==> config.mk <==
export PLATFORM = sky130hd
export DESIGN_NAME = serial_bootloader_command_parser_flat
export DESIGN_NICKNAME = d
export VERILOG_FILES = /design/src/hdl/sbcp_pkg.sv /design/src/hdl/sbcp_in_if.sv /design/src/hdl/sbcp_out_if.sv /design/src/hdl/sbcp_ram.sv /design/src/hdl/sbcp_ctrl.sv /design/src/hdl/sbcp_datapath.sv /design/src/hdl/serial_bootloader_command_parser.sv /design/src/flat_wrapper.sv
export VERILOG_INCLUDE_DIRS = /design/src /design/src/hdl
export SDC_FILE = /design/constraint.sdc
export NUM_CORES = 2
export LEC_CHECK = 0
export ABC_CLOCK_PERIOD_IN_PS = 3600
export BUFFER_PORTS_ARGS = -buffer_cell sky130_fd_sc_hd__buf_2
export CORE_ASPECT_RATIO = 0.9
export CORE_MARGIN = 4
export CORE_UTILIZATION = 55
export DETAILED_ROUTE_END_ITERATION = 8
export GPL_ROUTABILITY_DRIVEN = 0
export GPL_TIMING_DRIVEN = 1
export PLACE_DENSITY = 0.85
export SKIP_LAST_GASP = 1
export SYNTH_ARGS = -nofsm -noshare
export SYNTH_HDL_FRONTEND = slang
export SYNTH_SLANG_ARGS = --single-unit
==> constraint.sdc <==
create_clock -name clk -period 3.6 [get_ports clk]
set_clock_uncertainty 0.2 [all_clocks]
set_input_delay 0 -clock clk [delete_from_list [all_inputs] [get_ports clk]]
set_output_delay 0 -clock clk [all_outputs]
set_load 0.01 [all_outputs]
==> src/hdl/serial_bootloader_command_parser_assert.svh <==
// Assertion macros of the command parser top level.
`ifndef SERIAL_BOOTLOADER_COMMAND_PARSER_ASSERT_SVH
`define SERIAL_BOOTLOADER_COMMAND_PARSER_ASSERT_SVH
`ifndef ASSERT_OFF
`define SBCP_ASSERT_IMP(lbl, clk, rstn, ante, cons) \
  lbl: assert property (@(posedge clk) disable iff (!(rstn)) (ante) |-> (cons)) \
    else $error("sbcp assertion failed");
`define SBCP_ASSERT_NXT(lbl, clk, rstn, ante, cons) \
  lbl: assert property (@(posedge clk) disable iff (!(rstn)) (ante) |=> (cons)) \
    else $error("sbcp assertion failed");
`else
`define SBCP_ASSERT_IMP(lbl, clk, rstn, ante, cons)
`define SBCP_ASSERT_NXT(lbl, clk, rstn, ante, cons)
`endif
`endif

==> src/hdl/sbcp_pkg.sv <==
// Shared constants and control/status types of the command parser.
`timescale 1ns / 1ps
package sbcp_pkg;

  localparam int SBCP_PAGE_BYTES = 128;
  localparam int SBCP_PADDR_W    = 2;

  localparam logic [SBCP_PADDR_W-1:0] REG_ADDR_CELL = 2'd0;

  // protocol bytes
  localparam logic [7:0] SYNC_BYTE    = 8'hAA;
  localparam logic [7:0] CMD_NOP      = 8'h4E;
  localparam logic [7:0] CMD_SETADDR  = 8'h41;
  localparam logic [7:0] CMD_SHOW     = 8'h44;
  localparam logic [7:0] CMD_EEWRITE  = 8'h45;
  localparam logic [7:0] CMD_EEREAD   = 8'h47;
  localparam logic [7:0] CMD_SET_MASK = 8'h4D;
  localparam logic [7:0] CMD_PROGRAM  = 8'h50;
  localparam logic [7:0] CMD_RUN_APP  = 8'h52;
  localparam logic [7:0] CMD_FINISH   = 8'h46;

  // result kinds
  localparam logic [2:0] KIND_NONE   = 3'd0;
  localparam logic [2:0] KIND_BOOT   = 3'd1;
  localparam logic [2:0] KIND_FINISH = 3'd2;
  localparam logic [2:0] KIND_LED    = 3'd3;
  localparam logic [2:0] KIND_EEWR   = 3'd4;
  localparam logic [2:0] KIND_EERD   = 3'd5;
  localparam logic [2:0] KIND_FLASH  = 3'd6;
  localparam logic [2:0] KIND_FAULT  = 3'd7;

  typedef struct packed {
    logic       res_load;
    logic [2:0] res_kind;
    logic       led_from_byte;
    logic       set_mask;
    logic       etgt_cfg;
    logic       etgt_byte;
    logic       edata;
    logic       page_hi;
    logic       page_lo;
    logic       page_data;
    logic       emit_start;
    logic       emit_ok;
    logic       emit_bad;
  } sbcp_cmd_t;

  typedef struct packed {
    logic selected;
    logic page_full;
    logic sum_ok;
    logic res_free;
    logic emit_fire;
    logic emit_last;
  } sbcp_stat_t;

endpackage

==> src/hdl/sbcp_in_if.sv <==
// Input byte channel of the command parser.
`timescale 1ns / 1ps
interface sbcp_in_if;
  logic       valid;
  logic       ready;
  logic [7:0] rx_byte;

  modport source (output valid, output rx_byte, input ready);
  modport sink (input valid, input rx_byte, output ready);
endinterface

==> src/hdl/sbcp_out_if.sv <==
// Result channel of the command parser.
`timescale 1ns / 1ps
interface sbcp_out_if;
  logic        valid;
  logic        ready;
  logic [2:0]  kind;
  logic [15:0] target;
  logic [15:0] payload;
  logic        last;

  modport source (output valid, output kind, output target, output payload, output last,
                  input ready);
  modport sink (input valid, input kind, input target, input payload, input last,
                output ready);
endinterface

==> src/hdl/sbcp_ram.sv <==
// Generic single-write, single-read RAM with registered read data.
`timescale 1ns / 1ps
module sbcp_ram #(
  parameter int WIDTH = 16,
  parameter int DEPTH = 64,
  localparam int AW = $clog2(DEPTH)
) (
  input  logic             clk,
  input  logic             we,
  input  logic [AW-1:0]    waddr,
  input  logic [WIDTH-1:0] wdata,
  input  logic [AW-1:0]    raddr,
  output logic [WIDTH-1:0] rdata
);

  logic [WIDTH-1:0] mem_r [DEPTH];
  logic [WIDTH-1:0] rdata_r;

  always_ff @(posedge clk) begin
    if (we) begin
      mem_r[waddr] <= wdata;
    end
    rdata_r <= mem_r[raddr];
  end

  assign rdata = rdata_r;

endmodule

==> src/hdl/sbcp_ctrl.sv <==
// Packet parser state machine: decodes bytes and sequences the page readout.
`timescale 1ns / 1ps
module sbcp_ctrl import sbcp_pkg::*; (
  input  logic       clk,
  input  logic       rst_n,
  sbcp_in_if.sink    in_ch,
  input  sbcp_stat_t stat,
  output sbcp_cmd_t  cmd
);

  localparam logic [3:0] S_IDLE     = 4'd0;
  localparam logic [3:0] S_SYNC     = 4'd1;
  localparam logic [3:0] S_MASK     = 4'd2;
  localparam logic [3:0] S_EADDR    = 4'd3;
  localparam logic [3:0] S_EDATA    = 4'd4;
  localparam logic [3:0] S_GADDR    = 4'd5;
  localparam logic [3:0] S_AHI      = 4'd6;
  localparam logic [3:0] S_ALO      = 4'd7;
  localparam logic [3:0] S_DATA     = 4'd8;
  localparam logic [3:0] S_SUM      = 4'd9;
  localparam logic [3:0] S_PRIME    = 4'd10;
  localparam logic [3:0] S_EMIT_OK  = 4'd11;
  localparam logic [3:0] S_EMIT_BAD = 4'd12;
  localparam logic [3:0] S_HALT     = 4'd13;

  logic [3:0] state_r, state_nxt;
  logic       in_ready;
  logic       acc;
  logic [7:0] b;

  assign b        = in_ch.rx_byte;
  assign in_ready = !(state_r inside {S_PRIME, S_EMIT_OK, S_EMIT_BAD}) && stat.res_free;
  assign acc      = in_ch.valid && in_ready;
  assign in_ch.ready = in_ready;

  always_comb begin
    state_nxt = state_r;
    cmd       = '0;
    cmd.emit_ok  = (state_r == S_EMIT_OK);
    cmd.emit_bad = (state_r == S_EMIT_BAD);
    case (state_r)
      S_SYNC: begin
        if (acc) begin
          state_nxt = S_IDLE;
          if (b == CMD_NOP) begin
            state_nxt = S_IDLE;
          end else if (b == SYNC_BYTE) begin
            state_nxt = S_SYNC;
          end else if (b == CMD_SET_MASK) begin
            state_nxt = S_MASK;
          end else if (stat.selected) begin
            case (b)
              CMD_RUN_APP: begin
                cmd.res_load = 1'b1;
                cmd.res_kind = KIND_BOOT;
              end
              CMD_SHOW: begin
                cmd.res_load = 1'b1;
                cmd.res_kind = KIND_LED;
              end
              CMD_SETADDR: begin
                cmd.etgt_cfg = 1'b1;
                state_nxt    = S_EDATA;
              end
              CMD_EEWRITE: state_nxt = S_EADDR;
              CMD_EEREAD:  state_nxt = S_GADDR;
              CMD_PROGRAM: state_nxt = S_AHI;
              CMD_FINISH: begin
                cmd.res_load = 1'b1;
                cmd.res_kind = KIND_FINISH;
              end
              default: state_nxt = S_IDLE;
            endcase
          end
        end
      end
      S_MASK: begin
        if (acc) begin
          cmd.set_mask = 1'b1;
          state_nxt    = S_IDLE;
        end
      end
      S_EADDR: begin
        if (acc) begin
          cmd.etgt_byte = 1'b1;
          state_nxt     = S_EDATA;
        end
      end
      S_EDATA: begin
        if (acc) begin
          cmd.res_load = 1'b1;
          cmd.res_kind = KIND_EEWR;
          cmd.edata    = 1'b1;
          state_nxt    = S_IDLE;
        end
      end
      S_GADDR: begin
        if (acc) begin
          cmd.res_load = 1'b1;
          cmd.res_kind = KIND_EERD;
          state_nxt    = S_IDLE;
        end
      end
      S_AHI: begin
        if (acc) begin
          cmd.res_load      = 1'b1;
          cmd.res_kind      = KIND_LED;
          cmd.led_from_byte = 1'b1;
          cmd.page_hi       = 1'b1;
          state_nxt         = S_ALO;
        end
      end
      S_ALO: begin
        if (acc) begin
          cmd.page_lo = 1'b1;
          state_nxt   = S_DATA;
        end
      end
      S_DATA: begin
        if (acc) begin
          cmd.page_data = 1'b1;
          if (stat.page_full) begin
            state_nxt = S_SUM;
          end
        end
      end
      S_SUM: begin
        if (acc) begin
          cmd.emit_start = 1'b1;
          state_nxt      = stat.sum_ok ? S_PRIME : S_EMIT_BAD;
        end
      end
      // lets the page RAM register word 0 before the readout starts
      S_PRIME: state_nxt = S_EMIT_OK;
      S_EMIT_OK: begin
        if (stat.emit_fire && stat.emit_last) begin
          state_nxt = S_IDLE;
        end
      end
      S_EMIT_BAD: begin
        if (stat.emit_fire && stat.emit_last) begin
          state_nxt = S_HALT;
        end
      end
      S_HALT: state_nxt = S_HALT;
      default: begin
        if (acc) begin
          state_nxt = (b == SYNC_BYTE) ? S_SYNC : S_IDLE;
        end
      end
    endcase
  end

  always_ff @(posedge clk) begin
    if (!rst_n) begin
      state_r <= S_IDLE;
    end else begin
      state_r <= state_nxt;
    end
  end

endmodule

==> src/hdl/sbcp_datapath.sv <==
// Address/mask registers, page buffer, checksum and result registers.
`timescale 1ns / 1ps
module sbcp_datapath import sbcp_pkg::*; #(
  parameter int PAGE_BYTES = SBCP_PAGE_BYTES
) (
  input  logic        clk,
  input  logic        rst_n,
  input  logic [7:0]  rx_byte,
  input  logic        cfg_we,
  input  logic [7:0]  cfg_wdata,
  output logic [7:0]  cell_loc,
  input  sbcp_cmd_t   cmd,
  output sbcp_stat_t  stat,
  sbcp_out_if.source  out_ch
);

  localparam int FW    = $clog2(PAGE_BYTES);
  localparam int WORDS = (PAGE_BYTES + 1) / 2;
  localparam int WAW   = $clog2(WORDS);
  localparam logic [FW-1:0]  FILL_LAST = FW'(PAGE_BYTES - 1);
  localparam logic [WAW-1:0] WORD_LAST = WAW'(WORDS - 1);

  logic [7:0]     cell_r;
  logic [7:0]     dev_r;
  logic [7:0]     mask_r;
  logic [7:0]     etgt_r;
  logic [15:0]    base_r;
  logic [FW-1:0]  fill_r;
  logic [7:0]     sum_r;
  logic [7:0]     even_r;
  logic [WAW-1:0] wp_r;

  logic           res_valid_r;
  logic [2:0]     res_kind_r;
  logic [15:0]    res_target_r;
  logic [15:0]    res_payload_r;
  logic [15:0]    res_target_nxt;
  logic [15:0]    res_payload_nxt;

  logic           ram_we;
  logic [WAW-1:0] ram_waddr;
  logic [15:0]    ram_wdata;
  logic [WAW-1:0] ram_raddr;
  logic [15:0]    ram_rdata;

  logic           emitting;
  logic [15:0]    word_off;

  assign cell_loc = cell_r;
  assign emitting = cmd.emit_ok || cmd.emit_bad;
  assign word_off = 16'({wp_r, 1'b0});

  assign stat.selected  = (dev_r == 8'hFF) || (mask_r == 8'hFF) || (dev_r == mask_r) ||
                          ((mask_r[7:4] == 4'hF) && (dev_r[7:4] == mask_r[3:0]));
  assign stat.page_full = (fill_r == FILL_LAST);
  assign stat.sum_ok    = (~sum_r == rx_byte);
  assign stat.res_free  = !res_valid_r || out_ch.ready;
  assign stat.emit_fire = emitting && out_ch.ready;
  assign stat.emit_last = (wp_r == WORD_LAST);

  always_comb begin
    res_target_nxt  = 16'h0000;
    res_payload_nxt = 16'h0000;
    case (cmd.res_kind)
      KIND_LED:  res_payload_nxt = {8'h00, cmd.led_from_byte ? rx_byte : dev_r};
      KIND_EEWR: begin
        res_target_nxt  = {8'h00, etgt_r};
        res_payload_nxt = {8'h00, rx_byte};
      end
      KIND_EERD: res_target_nxt = {8'h00, rx_byte};
      default: begin
        res_target_nxt  = 16'h0000;
        res_payload_nxt = 16'h0000;
      end
    endcase
  end

  always_ff @(posedge clk) begin
    if (!rst_n) begin
      cell_r      <= 8'h00;
      dev_r       <= 8'hFF;
      mask_r      <= 8'hFF;
      etgt_r      <= 8'h00;
      base_r      <= 16'h0000;
      fill_r      <= '0;
      sum_r       <= 8'h00;
      wp_r        <= '0;
      res_valid_r <= 1'b0;
    end else begin
      if (cfg_we) begin
        cell_r <= cfg_wdata;
      end
      if (cmd.set_mask) begin
        mask_r <= rx_byte;
      end
      if (cmd.etgt_cfg) begin
        etgt_r <= cell_r;
      end
      if (cmd.etgt_byte) begin
        etgt_r <= rx_byte;
      end
      if (cmd.edata && (etgt_r == cell_r)) begin
        dev_r <= rx_byte;
      end
      if (cmd.page_hi) begin
        base_r <= {rx_byte, 8'h00};
        fill_r <= '0;
        sum_r  <= 8'h00;
      end
      if (cmd.page_lo) begin
        base_r[7:0] <= rx_byte;
      end
      if (cmd.page_data) begin
        sum_r  <= sum_r + rx_byte;
        fill_r <= fill_r + 1'b1;
      end
      if (cmd.emit_start) begin
        wp_r <= '0;
      end else if (stat.emit_fire && !stat.emit_last) begin
        wp_r <= wp_r + 1'b1;
      end
      if (cmd.res_load) begin
        res_valid_r <= 1'b1;
      end else if (out_ch.ready) begin
        res_valid_r <= 1'b0;
      end
    end
  end

  always_ff @(posedge clk) begin
    if (cmd.page_data && !fill_r[0]) begin
      even_r <= rx_byte;
    end
    if (cmd.res_load) begin
      res_kind_r    <= cmd.res_kind;
      res_target_r  <= res_target_nxt;
      res_payload_r <= res_payload_nxt;
    end
  end

  // bytes pair up into little-endian words; an odd final byte gets a zero high byte
  assign ram_we    = cmd.page_data && (fill_r[0] || stat.page_full);
  assign ram_waddr = WAW'(fill_r >> 1);
  assign ram_wdata = fill_r[0] ? {rx_byte, even_r} : {8'h00, rx_byte};

  // hold the address while stalled so the read data stays put
  always_comb begin
    if (cmd.emit_ok) begin
      ram_raddr = (out_ch.ready && !stat.emit_last) ? wp_r + 1'b1 : wp_r;
    end else begin
      ram_raddr = '0;
    end
  end

  sbcp_ram #(
    .WIDTH (16),
    .DEPTH (WORDS)
  ) u_page_ram (
    .clk   (clk),
    .we    (ram_we),
    .waddr (ram_waddr),
    .wdata (ram_wdata),
    .raddr (ram_raddr),
    .rdata (ram_rdata)
  );

  assign out_ch.valid   = res_valid_r || emitting;
  assign out_ch.kind    = cmd.emit_ok ? KIND_FLASH : (cmd.emit_bad ? KIND_FAULT : res_kind_r);
  assign out_ch.target  = cmd.emit_ok ? base_r + word_off :
                          (cmd.emit_bad ? word_off : res_target_r);
  assign out_ch.payload = cmd.emit_ok ? ram_rdata : (cmd.emit_bad ? 16'hFFFF : res_payload_r);
  assign out_ch.last    = emitting ? stat.emit_last : 1'b1;

endmodule

==> src/hdl/serial_bootloader_command_parser.sv <==
// Top level of the serial bootloader command parser.
//
//  port        dir   handshake                   content
//  in_ch       in    valid/ready                 rx_byte
//  out_ch      out   valid/ready                 kind, target, payload, last
//  APB (p*)    in    psel+penable, pready = 1    address_cell_location at 0x0
//
// A byte is taken once the single-result register is free or being drained, except during a readout.
// A good page sum starts a readout of (PAGE_BYTES+1)/2 words: a priming state for the page RAM
// read, then one word per cycle, stalled only by out_ch.ready.
// Fault words follow the bad sum directly at one per cycle, also stalled by out_ch.ready; the block then ignores
// every byte until reset. Reset is synchronous; the page RAM is not cleared.
`timescale 1ns / 1ps
`include "serial_bootloader_command_parser_assert.svh"
module serial_bootloader_command_parser import sbcp_pkg::*; #(
  parameter int PAGE_BYTES = SBCP_PAGE_BYTES
) (
  input  logic                    clk,
  input  logic                    rst_n,
  sbcp_in_if.sink                 in_ch,
  sbcp_out_if.source              out_ch,
  input  logic                    psel,
  input  logic                    penable,
  input  logic                    pwrite,
  input  logic [SBCP_PADDR_W-1:0] paddr,
  input  logic [31:0]             pwdata,
  output logic [31:0]             prdata,
  output logic                    pready
);

  sbcp_cmd_t  cmd;
  sbcp_stat_t stat;
  logic       cfg_we;
  logic [7:0] cell_loc;

  assign pready = 1'b1;
  assign cfg_we = psel && penable && pwrite && (paddr == REG_ADDR_CELL);
  assign prdata = (paddr == REG_ADDR_CELL) ? {24'h000000, cell_loc} : 32'h00000000;

  sbcp_ctrl u_ctrl (
    .clk   (clk),
    .rst_n (rst_n),
    .in_ch (in_ch),
    .stat  (stat),
    .cmd   (cmd)
  );

  sbcp_datapath #(
    .PAGE_BYTES (PAGE_BYTES)
  ) u_datapath (
    .clk       (clk),
    .rst_n     (rst_n),
    .rx_byte   (in_ch.rx_byte),
    .cfg_we    (cfg_we),
    .cfg_wdata (pwdata[7:0]),
    .cell_loc  (cell_loc),
    .cmd       (cmd),
    .stat      (stat),
    .out_ch    (out_ch)
  );

  // no byte request is taken while page words go out
  `SBCP_ASSERT_IMP(a_no_accept_in_emit, clk, rst_n,
                   in_ch.valid && in_ch.ready, !(cmd.emit_ok || cmd.emit_bad))
  // a pending single result is never overwritten
  `SBCP_ASSERT_IMP(a_no_result_overrun, clk, rst_n, cmd.res_load, stat.res_free)
  // the final word of a readout ends the readout
  `SBCP_ASSERT_NXT(a_emit_ends, clk, rst_n,
                   stat.emit_fire && stat.emit_last, !(cmd.emit_ok || cmd.emit_bad))

endmodule

==> src/flat_wrapper.sv <==
// flat-port wrapper written by rule: the top's interface ports become plain ports
module serial_bootloader_command_parser_flat import sbcp_pkg::*;
#(
  parameter int PAGE_BYTES = SBCP_PAGE_BYTES
)
  (clk, rst_n, psel, penable, pwrite, paddr, pwdata, prdata, pready, in_ch_valid, in_ch_rx_byte, in_ch_ready, out_ch_valid, out_ch_kind, out_ch_target, out_ch_payload, out_ch_last, out_ch_ready);
  sbcp_in_if in_ch_i ();
  sbcp_out_if out_ch_i ();
  input  logic clk;
  input  logic rst_n;
  input  logic psel;
  input  logic penable;
  input  logic pwrite;
  input  logic [SBCP_PADDR_W-1:0] paddr;
  input  logic [31:0] pwdata;
  output logic [31:0] prdata;
  output logic pready;
  input wire logic [$bits(in_ch_i.valid)-1:0] in_ch_valid;
  input wire logic [$bits(in_ch_i.rx_byte)-1:0] in_ch_rx_byte;
  output wire logic [$bits(in_ch_i.ready)-1:0] in_ch_ready;
  output wire logic [$bits(out_ch_i.valid)-1:0] out_ch_valid;
  output wire logic [$bits(out_ch_i.kind)-1:0] out_ch_kind;
  output wire logic [$bits(out_ch_i.target)-1:0] out_ch_target;
  output wire logic [$bits(out_ch_i.payload)-1:0] out_ch_payload;
  output wire logic [$bits(out_ch_i.last)-1:0] out_ch_last;
  input wire logic [$bits(out_ch_i.ready)-1:0] out_ch_ready;
  assign in_ch_i.valid = in_ch_valid;
  assign in_ch_i.rx_byte = in_ch_rx_byte;
  assign in_ch_ready = in_ch_i.ready;
  assign out_ch_valid = out_ch_i.valid;
  assign out_ch_kind = out_ch_i.kind;
  assign out_ch_target = out_ch_i.target;
  assign out_ch_payload = out_ch_i.payload;
  assign out_ch_last = out_ch_i.last;
  assign out_ch_i.ready = out_ch_ready;
  serial_bootloader_command_parser #(.PAGE_BYTES(PAGE_BYTES)) u_core (.clk(clk), .rst_n(rst_n), .in_ch(in_ch_i), .out_ch(out_ch_i), .psel(psel), .penable(penable), .pwrite(pwrite), .paddr(paddr), .pwdata(pwdata), .prdata(prdata), .pready(pready));
endmodule
* Word level (Yosys, flattened, before mapping)
Memory sizes are Yosys's and may differ from the RTL's. A register that Yosys moved wholly into a read port is not among the register bits.
Cells that the tools add are included.
** Word-level totals
- Bits of input ports :: 49
- Logic and storage cells :: 172
- Bits in read-only memories :: 0
- Bits in writable memories :: 1024
- Memories kept :: 1
- Register bits :: 117
- Output and inout port bits :: 71
- Bits in latches :: 0
** Operators by class
- Shift-type cells :: 0
- Muxes and demuxes :: 71
- Equality and inequality tests :: 45
- Magnitude comparators :: 0
- Reduce and logical (&&, ||, !) cells :: 34
- Bitwise gates (word level) :: 2
- Divide/modulo/power cells :: 0
- Multiply operators :: 0
- $add $sub $neg :: 4
** Memories
- u_core.u_datapath.u_page_ram.mem_r :: words 64, width 16, rd ports 1, clocked after memory_dff 1, wr ports 1, line sbcp_ram.sv:16 : logic [WIDTH-1:0] mem_r [DEPTH];
** Operator list (number)
- $mux W4 :: 22
- $mux W16 :: 5
- $eq A8 B7 Y1 const B :: 9
- $mux W8 :: 8
- $pmux W4 S11 :: 1
- $pmux W8 S2 :: 2
- $eq A4 B4 Y1 const B :: 7
- $eq A8 B8 Y1 :: 3
- $eq A8 B8 Y1 const B :: 3
- $mux W1 :: 22
- $add A16 B7 Y16 :: 1
- $eq A4 B3 Y1 const B :: 4
- $pmux W4 S4 :: 1
- $mux W7 :: 2
- $ne A2 B2 Y1 const B :: 7
- $logic_and A1 B1 Y1 :: 13
- $mux W6 :: 2
- $pmux W3 S4 :: 1
- $pmux W4 S3 :: 1
- $reduce_and A11 Y1 :: 1
- $mux W3 :: 3
- $add A8 B8 Y8 :: 1
- $eq A4 B2 Y1 const B :: 2
- $not A8 Y8 :: 1
- 19 further kinds :: 34

* Longest topological paths before layout
- Word-level depth :: 12
- Depth in mapped cells :: 14
- Gate-level depth less buffers :: 11

* Hierarchy
A second synthesis with hierarchy kept.
** Unflattened totals
- Cells, all modules :: 2584
- Area total of the unflattened synthesis :: 46503.4 µm²
** Modules (own cells, without submodules)
- sbcp_ram :: instances 1, area each 40042.2 µm², seq. area each 31069.8 µm², cells each 1829
- sbcp_datapath :: instances 1, area each 5476.5 µm², seq. area each 2212.1 µm², cells each 612
- sbcp_ctrl :: instances 1, area each 714.4 µm², seq. area each 80.1 µm², cells each 106
- serial_bootloader_command_parser :: instances 1, area each 270.3 µm², seq. area each 0.0 µm², cells each 37

* Least setup slack after synthesis
Ideal clock, no wire load.
- Kind :: register -> register
- Start :: register u_core.u_ctrl.state_r[1]
- End :: memory u_core.u_datapath.u_page_ram.mem_r[55][0], enable pin
- Slack :: 0.158 ns
- Arrival :: 2.853 ns
- Stages on the path, launching flop included :: 10
- Clock period less this slack :: 3.442 ns
- Data required time :: 3.011 ns
- Library setup time :: 0.389 ns
- Buffers on the path :: 2
- Cells stage by stage :: dfxtp_1 clkbuf_1 nor2b_1 o21ai_0 nand3_1 or3_1 clkbuf_1 nor3b_1 nand3_1 nor2_1
** On the way
- Cells in the longest elaborated chain, start to end :: 10
- Elaborated cells on any way between the ends :: 13
- Those cells by class :: 4 x eq/ne; 4 x mux; 5 x reduce/logical
** RTL lines
- start: declaration :: line sbcp_ctrl.sv:26 : logic [3:0] state_r, state_nxt;
- start signal: assignment :: line sbcp_ctrl.sv:158 : state_r <= state_nxt;
- $eq A4 B4 Y1 :: line sbcp_ctrl.sv:32 : assign in_ready = !(state_r inside {S_PRIME, S_EMIT_OK, S_EMIT_BAD}) && stat.res_free;
- $reduce_bool A3 Y1 :: line sbcp_ctrl.sv:32
- $logic_not A1 Y1 :: line sbcp_ctrl.sv:32
- $logic_and A1 B1 Y1 :: line sbcp_ctrl.sv:32
- $logic_and A1 B1 Y1 :: line sbcp_ctrl.sv:33 : assign acc = in_ch.valid && in_ready;
- $mux W1 :: line sbcp_ctrl.sv:120 : if (acc) begin
- $mux W1 * :: line sbcp_ctrl.sv:41 : case (state_r)
- $logic_and A1 B1 Y1 * :: line sbcp_datapath.sv:142 : assign ram_we = cmd.page_data && (fill_r[0] || stat.page_full);
- $mux W1 * :: line sbcp_ram.sv:20 : if (we) begin
- $mux W1 (not written as such) * :: line sbcp_ram.sv:21 : mem_r[waddr] <= wdata;
- end: declaration :: line sbcp_ram.sv:16
Every way passes the cells marked *; elsewhere a longest branch is shown, timed or not.

* Worst setup path after layout
- Start :: register u_core.u_datapath.wp_r[2]
- End :: register u_core.u_datapath.u_page_ram.rdata_r[10] (netlist: u_core.u_datapath.u_page_ram.rdata[10]), read port of u_core.u_datapath.u_page_ram.mem_r
** On the way
- Cells in the longest elaborated chain, start to end :: 5
- Elaborated cells on any way between the ends :: 6
- Those cells by class :: 1 x add/sub; 1 x eq/ne; 2 x mux; 2 x reduce/logical
** RTL lines
- start: declaration :: line sbcp_datapath.sv:31 : logic [WAW-1:0] wp_r;
- start signal: assignment :: line sbcp_datapath.sv:120 : wp_r <= wp_r + 1'b1;
- branches (longest 3 deep; another with $add A6 B1 Y6)
- $mux W6 * :: line sbcp_datapath.sv:149 : ram_raddr = (out_ch.ready && !stat.emit_last) ? wp_r + 1'b1 : wp_r;
- $mux W6 * :: line sbcp_datapath.sv:148 : if (cmd.emit_ok) begin
- end: declaration :: line sbcp_ram.sv:17 : logic [WIDTH-1:0] rdata_r;
Every way passes the cells marked *.
A chain may end at the register's enable or synchronous reset.

==> flow_summary_export.csv <==
group,metric,value,unit
status,status,"finished, violations left",
status,violations,"setup timing",
setup_path,r2r_start,"u_core.u_datapath.wp_r[2]",
global_route,track_usage,28.6,%
floorplan,ios,120,
synth,yosysSeqAreaShare,72.3,%
timing,rsz0062_at_grt,"yes",
drt,drt_iter0_drc,5307,
finish,drive_above_1_share,19.3,%
pwr,powerDensity,486,nW/um2
timing,fmax,276,MHz
setup_path,cp_max_fo,19,
finish,syn_to_final_growth,14.8,%
timing,drv_slew,0,
drt,final_antenna_net_count,0,
drt,wl_per_cell,29.3,um
drt,drt_wl_total,130,mm
drt,dr.pass1.iters,7,
synth,ys_seq_elements,1141,
setup_path,worst_setup_path_start_kind,"flip-flop",
synth,synth.cell_area,46100,um2
drt,routed_via_density,6.71,
timing,finalCritPeriodShare,101,%
setup_path,rr_worst_depth,9,
timing,finalHoldViolCount,0,
setup_path,crit_end,"u_core.u_datapath.u_page_ram.rdata[10]",
synth,synth_flop_cell,"edfxtp_1",
clocking,clk_latency,0.69,ns
floorplan,die_height,283,um
finish,antenna_cells,0,
drt,num_vias,29800,
clocking,ctsHtreeMaxLevel,3,
worst_hold_path,hold_class,"primary input to flip-flop",
clocking,cts_max_path_buffers,3,
clocking,clock-sinks,1141,
finish,nNetsFinal,3302,
finish,seqCellArea,33400,um2
setup_path,cp.required,3.91,ns
global_route,grt_max_degree,65,
floorplan,num_rows,100,
drt,drc,0,
global_route,antenna_found_initial,5,
setup_path,arrival,3.93,ns
floorplan,coreArea,83000,um2
floorplan,initial_core_util,55.6,%
setup_path,r2r_setup_slack,-0.02,ns
timing,post-route-min-period,3.62,ns
setup_path,end_kind,"flip-flop",
setup_path,crit_type,"flip-flop to flip-flop",
finish,multi_input_area,11800,um2
timing,holdWs,0.115,ns
synth,synth_cell_types,81,
timing,max_slew.worst_pin.slew,1.36,ns
finish,fill_cells,5195,
setup_path,rr_endpoint,"u_core.u_datapath.u_page_ram.rdata[10]",
timing,worst_slack,-0.0195,ns
synth,synth_edf_count,1051,
clocking,cts_tree,"yes",
global_route,grt_overflow,0,
timing,setup_viol,1,
timing,relSlewSlack,9.12,%
clocking,cts-root-buf,"clkbuf_16",
clocking,numCtsBuffers,104,
pwr,peakVddDrop,415,uV
synth,synthesis.instances,2975,
floorplan,die_area,88600,um2
job,cap_viol_max_count,0,
placed_design,dpl.hpwl,75.4,mm
clocking,path_clk_slew,0.07,ns
floorplan,die_x,313,um
pwr,p_leak,16.6,nW
global_route,grt_pass1_wl,188,mm
synth,yosysWarnings,0,
global_route,grt_pass1_vias,28700,
pwr,power.total,25.7,mW
placed_design,io_buffers,70,
synth,postSynthAreaPerCell,15.5,um2
synth,postSynth.asyncResetShare,0,%
setup_path,startpoint,"u_core.u_datapath.wp_r[2]",
## critical path, cell delays in order (launching register included)
cell	delay, ns
dfxtp_1	0.33
buf_4	0.20
and3_1	0.32
xnor2_1	0.46
a311o_2	0.54
buf_4	0.39
a32oi_1	0.17
and3_1	0.21
a31oi_1	0.45
nand4_1	0.17
## cell usage in the layout (no fill, tap or decap), drive strengths merged, types with 13 or more instances in the layout
master / instances
a21o: 15
a21oi: 75
a22o: 23
a22oi: 57
a31oi: 44
a32oi: 50
and2: 20
and3: 24
buf: 296
clkbuf: 137
clkinv: 40
conb: 25
dfxtp: 90
dlygate4sd3: 37
edfxtp: 1051
ha: 15
inv: 17
mux2: 16
mux2i: 97
mux4: 127
nand2: 473
nand3: 146
nand4: 47
nor2: 139
nor2b: 16
nor3: 13
o21ai: 25
xnor2: 14
xor2: 33
## state kept, by name (all words and copies together) (netlist names), 8 cells and up
signal and count:
u_core.u_datapath.mask_r 8, u_core.u_datapath.dev_r 8, u_core.u_datapath.cell_loc 8, u_core.u_datapath.res_target_r 8, u_core.u_datapath.sum_r 8, u_core.u_datapath.etgt_r 8, u_core.u_datapath.u_page_ram.rdata 16, u_core.u_datapath.base_r 16
u_core.u_datapath.even_r 8, u_core.u_datapath.u_page_ram.mem_r 1024, u_core.u_datapath.res_payload_r 8
## worst min path at each step
stage                          start                       endpoint  slack, ns  cells after the start
global route        in_ch_rx_byte[4]   u_core.u_datapath.base_r[12]       0.12                      4
global placement           pwdata[0]  u_core.u_datapath.cell_loc[0]       0.03                      3
detailed placement         pwdata[0]  u_core.u_datapath.cell_loc[0]       0.04                      3
finish                         rst_n    u_core.u_datapath.mask_r[2]       0.12                      3
CTS                            rst_n     u_core.u_datapath.dev_r[1]       0.07                      3
floorplan           in_ch_rx_byte[0]    u_core.u_datapath.even_r[0]      -0.10                      0
## metrics by stage
| stage | utilization, % | instance area [um2] | TNS [ns] | std cells | worst slack (ns) |
|---|---|---|---|---|---|
| final | 63.8 | 53000 | -0.0195 | 4445 | -0.0195 |
| after floorplan | - | 46200 | 0 | 2998 | 0.158 |
| after CTS | 63.6 | 52700 | -0.0365 | 4431 | -0.0290 |
| after global placement | 59.0 | 48900 | 0 | 4198 | 0.00833 |
| after global routing | 63.8 | 53000 | -0.173 | 4445 | -0.121 |
| after detailed placement | 59.0 | 48900 | -0.136 | 4198 | -0.0585 |
## synthesized netlist by cell type, types with 4 or more instances
cell,count,area share (%)
buf_2,37,0.40
o22a_1,8,0.15
buf_4,44,0.72
a211oi_1,7,0.11
nor4_1,10,0.14
nor2b_1,16,0.22
mux2_2,16,0.39
a22o_1,23,0.44
a41oi_1,5,0.095
and3_1,23,0.31
dfxtp_1,90,3.9
edfxtp_1,1051,68
ha_1,15,0.41
a32oi_1,50,0.95
a311oi_1,4,0.076
nand2b_1,10,0.14
nand3_1,145,1.6
and4_1,10,0.19
a32o_1,10,0.22
or3_1,10,0.14
mux4_1,5,0.28
mux2i_1,97,2.1
mux4_2,122,6.0
nor3b_1,6,0.098
clkbuf_1,91,0.74
buf_6,12,0.29
nor3_1,12,0.13
inv_1,13,0.11
buf_1,19,0.15
nor2_1,139,1.1
xnor2_1,14,0.27
a21o_1,15,0.24
a21oi_1,73,0.79
xor2_1,33,0.63
a221oi_1,9,0.17
a31oi_1,43,0.58
nand4_1,47,0.64
and2_1,20,0.27
a22oi_1,57,0.93
o21ai_0,25,0.27
nand2_1,473,3.8
## layer usage
metal / vias up / routed length [um] / track usage, %
met3: 566 / 20100 / 8.01
met4: 2 / 7170 / 12.9
li1: 12000 / - / -
met2: 2862 / 59300 / 44.3
met5: - / 14 / 0
met1: 14400 / 43700 / 38.3
## cell families after synthesis
group	Yosys count	share of synthesized area, %
adder cells (fa/ha/maj)	17	0.494
buffers and inverters	218	2.46
multiplexers	240	8.73
flip-flops	1141	72.3
other	2	0.0163
AO/OA/AOI/OAI	368	5.87
AND/OR/NAND/NOR	942	9.23
XOR/XNOR	47	0.892
## repair_timing
action                                 4_1_cts  5_1_grt
setup endpoints to repair                   20      482
resized for setup                           13       17
endpoints found under the hold margin      110        0
cloned                                       0        3
setup buffers                                3       11
pin swaps                                    2        6
hold buffers                                37        0
## final cells by class
cell class | instances | area share, %
inverters | 14 | 0.0992
well taps | 1122 | 2.65
flip-flops and latches | 1141 | 63.0
multi-input cells | 1639 | 22.4
clock buffers | 134 | 5.24
repair buffers | 336 | 5.53
clock inverters | 59 | 1.13
## report_power, final
part | internal, mW | switching, mW | total [mW]
logic | 0.0732 | 0.215 | 0.288
registers | 14.3 | 0.00592 | 14.4
clock network | 6.18 | 4.91 | 11.1
(Power assumes the default switching activity.)
